==> src/psa_pkg.sv <==
// shared types and constants of the process slot allocator
package psa_pkg;

	typedef enum logic [1:0] {
		OP_ALLOC   = 2'd0,
		OP_RELEASE = 2'd1,
		OP_LOOKUP  = 2'd2,
		OP_SET_CUR = 2'd3
	} op_t;

	localparam logic [1:0] ST_OK     = 2'd0;
	localparam logic [1:0] ST_NOFREE = 2'd1;
	localparam logic [1:0] ST_BAD    = 2'd2;

	localparam int unsigned QDEPTH = 2;
	localparam int unsigned QPW    = $clog2(QDEPTH);
	localparam int unsigned QCW    = $clog2(QDEPTH + 1);

	localparam int unsigned CNT_W = 21;

	typedef struct packed {
		logic [1:0]  op;
		logic [31:0] parent_pid;
		logic [31:0] lookup_id;
		logic        check_perm;
		logic [9:0]  slot_in;
	} req_beat_t;

	typedef struct packed {
		logic [1:0]  status;
		logic [9:0]  slot_out;
		logic        slot_valid;
		logic [31:0] id_out;
	} rsp_beat_t;

	typedef struct packed {
		op_t         kind;
		logic [31:0] parent_pid;
		logic [31:0] lookup_id;
		logic        lookup_cur;
		logic        check_perm;
		logic [9:0]  slot_in;
	} cmd_t;

	typedef struct packed {
		logic        used;
		logic [31:0] id;
	} slot_ent_t;

endpackage

==> src/psa_front.sv <==
// request intake: decode beats and hold them in a short command queue
module psa_front
	import psa_pkg::*;
(
	input  logic      clk,
	input  logic      arst_n,
	input  logic      req_valid,
	output logic      req_stall,
	input  req_beat_t req,
	output logic      cmd_valid,
	input  logic      cmd_pop,
	output cmd_t      cmd
);

	cmd_t           ent_q [QDEPTH];
	logic [QPW-1:0] wr_ptr_q;
	logic [QPW-1:0] rd_ptr_q;
	logic [QCW-1:0] cnt_q;
	logic           push;
	cmd_t           dec;

	assign req_stall = (cnt_q == QCW'(QDEPTH));
	assign push      = req_valid && !req_stall;
	assign cmd_valid = (cnt_q != '0);
	assign cmd       = ent_q[rd_ptr_q];

	// classify the request
	always_comb begin
		dec.kind       = op_t'(req.op);
		dec.parent_pid = req.parent_pid;
		dec.lookup_id  = req.lookup_id;
		dec.lookup_cur = (req.lookup_id == '0);
		dec.check_perm = req.check_perm;
		dec.slot_in    = req.slot_in;
	end

	always_ff @(posedge clk or negedge arst_n) begin
		if (!arst_n) begin
			wr_ptr_q <= '0;
			rd_ptr_q <= '0;
			cnt_q    <= '0;
		end else begin
			if (push) begin
				wr_ptr_q <= wr_ptr_q + QPW'(1);
			end
			if (cmd_pop) begin
				rd_ptr_q <= rd_ptr_q + QPW'(1);
			end
			if (push && !cmd_pop) begin
				cnt_q <= cnt_q + QCW'(1);
			end else if (!push && cmd_pop) begin
				cnt_q <= cnt_q - QCW'(1);
			end
		end
	end

	always_ff @(posedge clk) begin
		if (push) begin
			ent_q[wr_ptr_q] <= dec;
		end
	end

endmodule

==> config.mk <==
export PLATFORM = sky130hd
export DESIGN_NAME = psa_front
export DESIGN_NICKNAME = d
export VERILOG_FILES = /design/src/psa_pkg.sv /design/src/psa_front.sv
export SDC_FILE = /design/constraint.sdc
export NUM_CORES = 1
export LEC_CHECK = 0
export BUFFER_PORTS_ARGS = -buffer_cell sky130_fd_sc_hd__buf_2
export CORE_AREA = 2 2 110 112
export DETAILED_ROUTE_END_ITERATION = 10
export DIE_AREA = 0 0 112 114
export PLACE_DENSITY = 0.85
export SYNTH_ARGS = -nofsm -noshare
export SYNTH_HDL_FRONTEND = slang
export SYNTH_SLANG_ARGS = --single-unit
==> constraint.sdc <==
create_clock -name clk -period 6.1 [get_ports clk]
set_input_delay 0.305 -clock clk [delete_from_list [all_inputs] [get_ports clk]]
set_output_delay 0.305 -clock clk [all_outputs]
set_load 0.01 [all_outputs]
==> run_results.csv <==
group,metric,value,unit
job,cap_violations,0,
global_route,antenna_found_initial,0,
setup_path,startpoint,"cnt_q[0]",
setup_path,r2r-end,"ent_q[0][42]",
setup_path,cp_top_family,"simple AND/OR/NAND/NOR gates",
worst_hold_path,hp-class,"primary input to register",
timing,finClkSkew,0.00622,ns
global_route,grt_pass1_vias,3197,
yosys,yosysTopAreaCell,"edfxtp_1",
finish,multi_input_area,0.00108,mm^2
setup_path,slowest_delay,0.80,ns
die,coreArea,0.0117,mm^2
finish,nNetsFinal,527,
power_and_ir_drop,p_per_area,484,mW/mm^2
setup_path,crit_fanout,43,
global_route,grt_overflow_total,0,
yosys,synth_area_leaders,"edfxtp_1 79%, mux2_2 13%, mux2_4 2.5%",
timing,holdWs,0.0770,ns
setup_path,r2r_setup_slack,3.56,ns
global_route,grt_pass1_wl,16000,um
setup_path,worstPathCellList,"nand2b_1 -> nand2_1 -> nor2_4 -> buf_4",
finish,area_growth_syn_to_layout,25.8,%
clock_network,cts_root_buf,"clkbuf_16",
finish,diodes,0,
yosys,synth_edf_count,156,
yosys,ys_top_cells_by_count,"156 x edfxtp_1, 68 x mux2_2, 10 x mux2_4, 8 x nor4_1, 6 x buf_2",
run_status,outcome,"finished clean",
global_route,grt_max_degree,80,
finish,drive_gt1_frac,0.585,
finish,ff_latch_area,0.00479,mm^2
clock_network,post_cts_resized,0,
global_route,grt.total_usage,0.168,
setup_path,regToRegStartpoint,"cnt_q[0]",
route,avgViaCountPerCell,5.05,
route,postRouteWirelength,10500,um
yosys,synth-seq-cells,160,
clock_network,htree_num_levels,4,
setup_path,crit_slowest_cell,"nor2_4",
setup_path,crit_required,6.15,ns
route,drtIter0Drc,155,
yosys,syn_area_per_cell,21.7,um^2
timing,fin_crit_sh,0.417,
die,initial_utilization,0.506,
route,vias,3054,
setup_path,crit_path_end_kind,"register",
timing,max_freq,393,MHz
yosys,yosysMostFrequentCell,"edfxtp_1",
setup_path,endpoint,"ent_q[0][42]",
place,port_buffers,160,
place,dpl.hpwl,6850,um
route,wl_per_cell,17.4,um
route,drc,0,
die,die_y,114,um
timing,rsz0062_at_grt,"false",
setup_path,cp-start-kind,"register",
timing,hold_viol,0,
die,rows,40,
setup_path,worst-path-stages,4,
yosys,synth-main-ff-cell,"edfxtp_1",
setup_path,cp_num_buf_inv,1,
clock_network,cts_buffer_depth,2,
timing,setup_violations,0,
clock_network,cts_made_buffers,17,
clock_network,clock-sinks,160,
die,io_pins,161,
die,die_w,112,um
timing,fin_crit,2.54,ns
place,place_congestion,0.706,
route,ant_nets,0,
yosys,synth_top_area_frac,0.790,
yosys,syn-num-nets,355,
timing,slew_headroom,0.256,
power_and_ir_drop,ir_drop,0.472,mV
yosys,synth_cell_types,17,
yosys,synth_area,0.00593,mm^2
timing,worstMarginPinSlew,1.12,ns
setup_path,criticalPathCategory,"register to register",
timing,slew_violations,0,
setup_path,reg2reg_depth,4,
yosys,syn_inst,273,
timing,finalSetupTns,0,ns
clock_network,cts_tree,"done",
route,dr.pass1.iters,4,
die,die_area,0.0128,mm^2
yosys,async_flop_share,0.0250,
clock_network,clock_latency,0.41,ns
yosys,ys_warn_count,0,
setup_path,arrival,2.59,ns
yosys,yosysSeqAreaShare,0.807,
clock_network,path_clk_slew,0.06,ns
power_and_ir_drop,p_leak,0.00282,uW
finish,fill_cells,841,
## through the flow
stage          instances  area (um^2)   util  total power, uW  setup WS, ns
6_report             605         7460  0.637             3610          3.56
5_1_grt              605         7460  0.637             3780          3.35
4_1_cts              605         7460  0.637             3660          3.49
3_5_place_dp         572         6870  0.587             2630          3.50
3_3_place_gp         572         6870  0.587             2590          3.60
2_1_floorplan        273         5930      -             2280          1.71
## registers in the layout, summed over array words and instances, names as in the netlist
register / count
cnt_q: 2
wr_ptr_q: 1
ent_q: 156
rd_ptr_q: 1
## power by group
part | switching [uW] | total, uW | leakage [uW] | internal, uW
clock | 389 | 1020 | 0.000275 | 631
sequential | 167 | 1670 | 0.00149 | 1510
combinational | 444 | 912 | 0.00106 | 467
## worst register-to-register path: stages (launching register included)
cell,delay [ns]
dfrtp_1,0.40
nand2b_1,0.17
nand2_1,0.14
nor2_4,0.80
buf_4,0.63
## repair_timing
action                    CTS  global route
buffers inserted            0             0
hold endpoints to repair    4             0
hold buffers                1             0
## area by class of cell
cell class | instances | area share
clock inverter | 15 | 0.0201
tap | 147 | 0.0247
multi-input combinational | 101 | 0.145
clock buffer | 17 | 0.0570
inverter | 3 | 0.00151
sequential | 160 | 0.642
timing repair buffer | 162 | 0.110
## kinds of logic (layout without fill, tap and decap cells)
family,after synthesis,count (layout),synth area share
DFF,160,160,0.807
muxes,78,78,0.154
and+or+nand+nor,17,17,0.0163
buffers and inverters,12,197,0.0127
xor gates and xnor gates,5,5,0.00739
adders and majority gates,1,1,0.00211
## metal layers
metal	part of all wire	GRT usage	wire, um	up-vias
li1	-	-	-	1435
met1	0.40	0.194	4170	1492
met2	0.51	0.281	5400	109
met3	0.070	0.0627	734	18
met4	0.022	0.0813	229	0
met5	0	0	0	-
## worst min-delay path by stage
| stage | startpoint | to | slack (ns) | cells past startpoint |
|---|---|---|---|---|
| 2_1_floorplan | arst_n | cnt_q[0] | 0.009 | 0 |
| 3_3_place_gp | arst_n | cnt_q[0] | 0.11 | 1 |
| 4_1_cts | req[4] | ent_q[1][4] | 0.06 | 1 |
| 6_report | req[75] | ent_q[0][76] | 0.08 | 1 |
| 3_5_place_dp | arst_n | cnt_q[1] | 0.12 | 1 |
| 5_1_grt | req[65] | ent_q[1][66] | 0.06 | 1 |
## cells in the final DEF, fill, tap and decap left out, types with 2 or more instances in the layout
cell,instances
inv_1,3
clkinv_1,7
buf_2,160
dfrtp_1,3
xor2_1,3
xnor2_1,2
mux2_2,68
clkinvlp_4,2
clkinv_2,2
nor4_1,8
bufinv_16,3
mux2_4,10
nand4_1,2
nor2_1,2
edfxtp_1,156
clkbuf_16,17
Note: power is estimated with default switching activity, not from simulation.
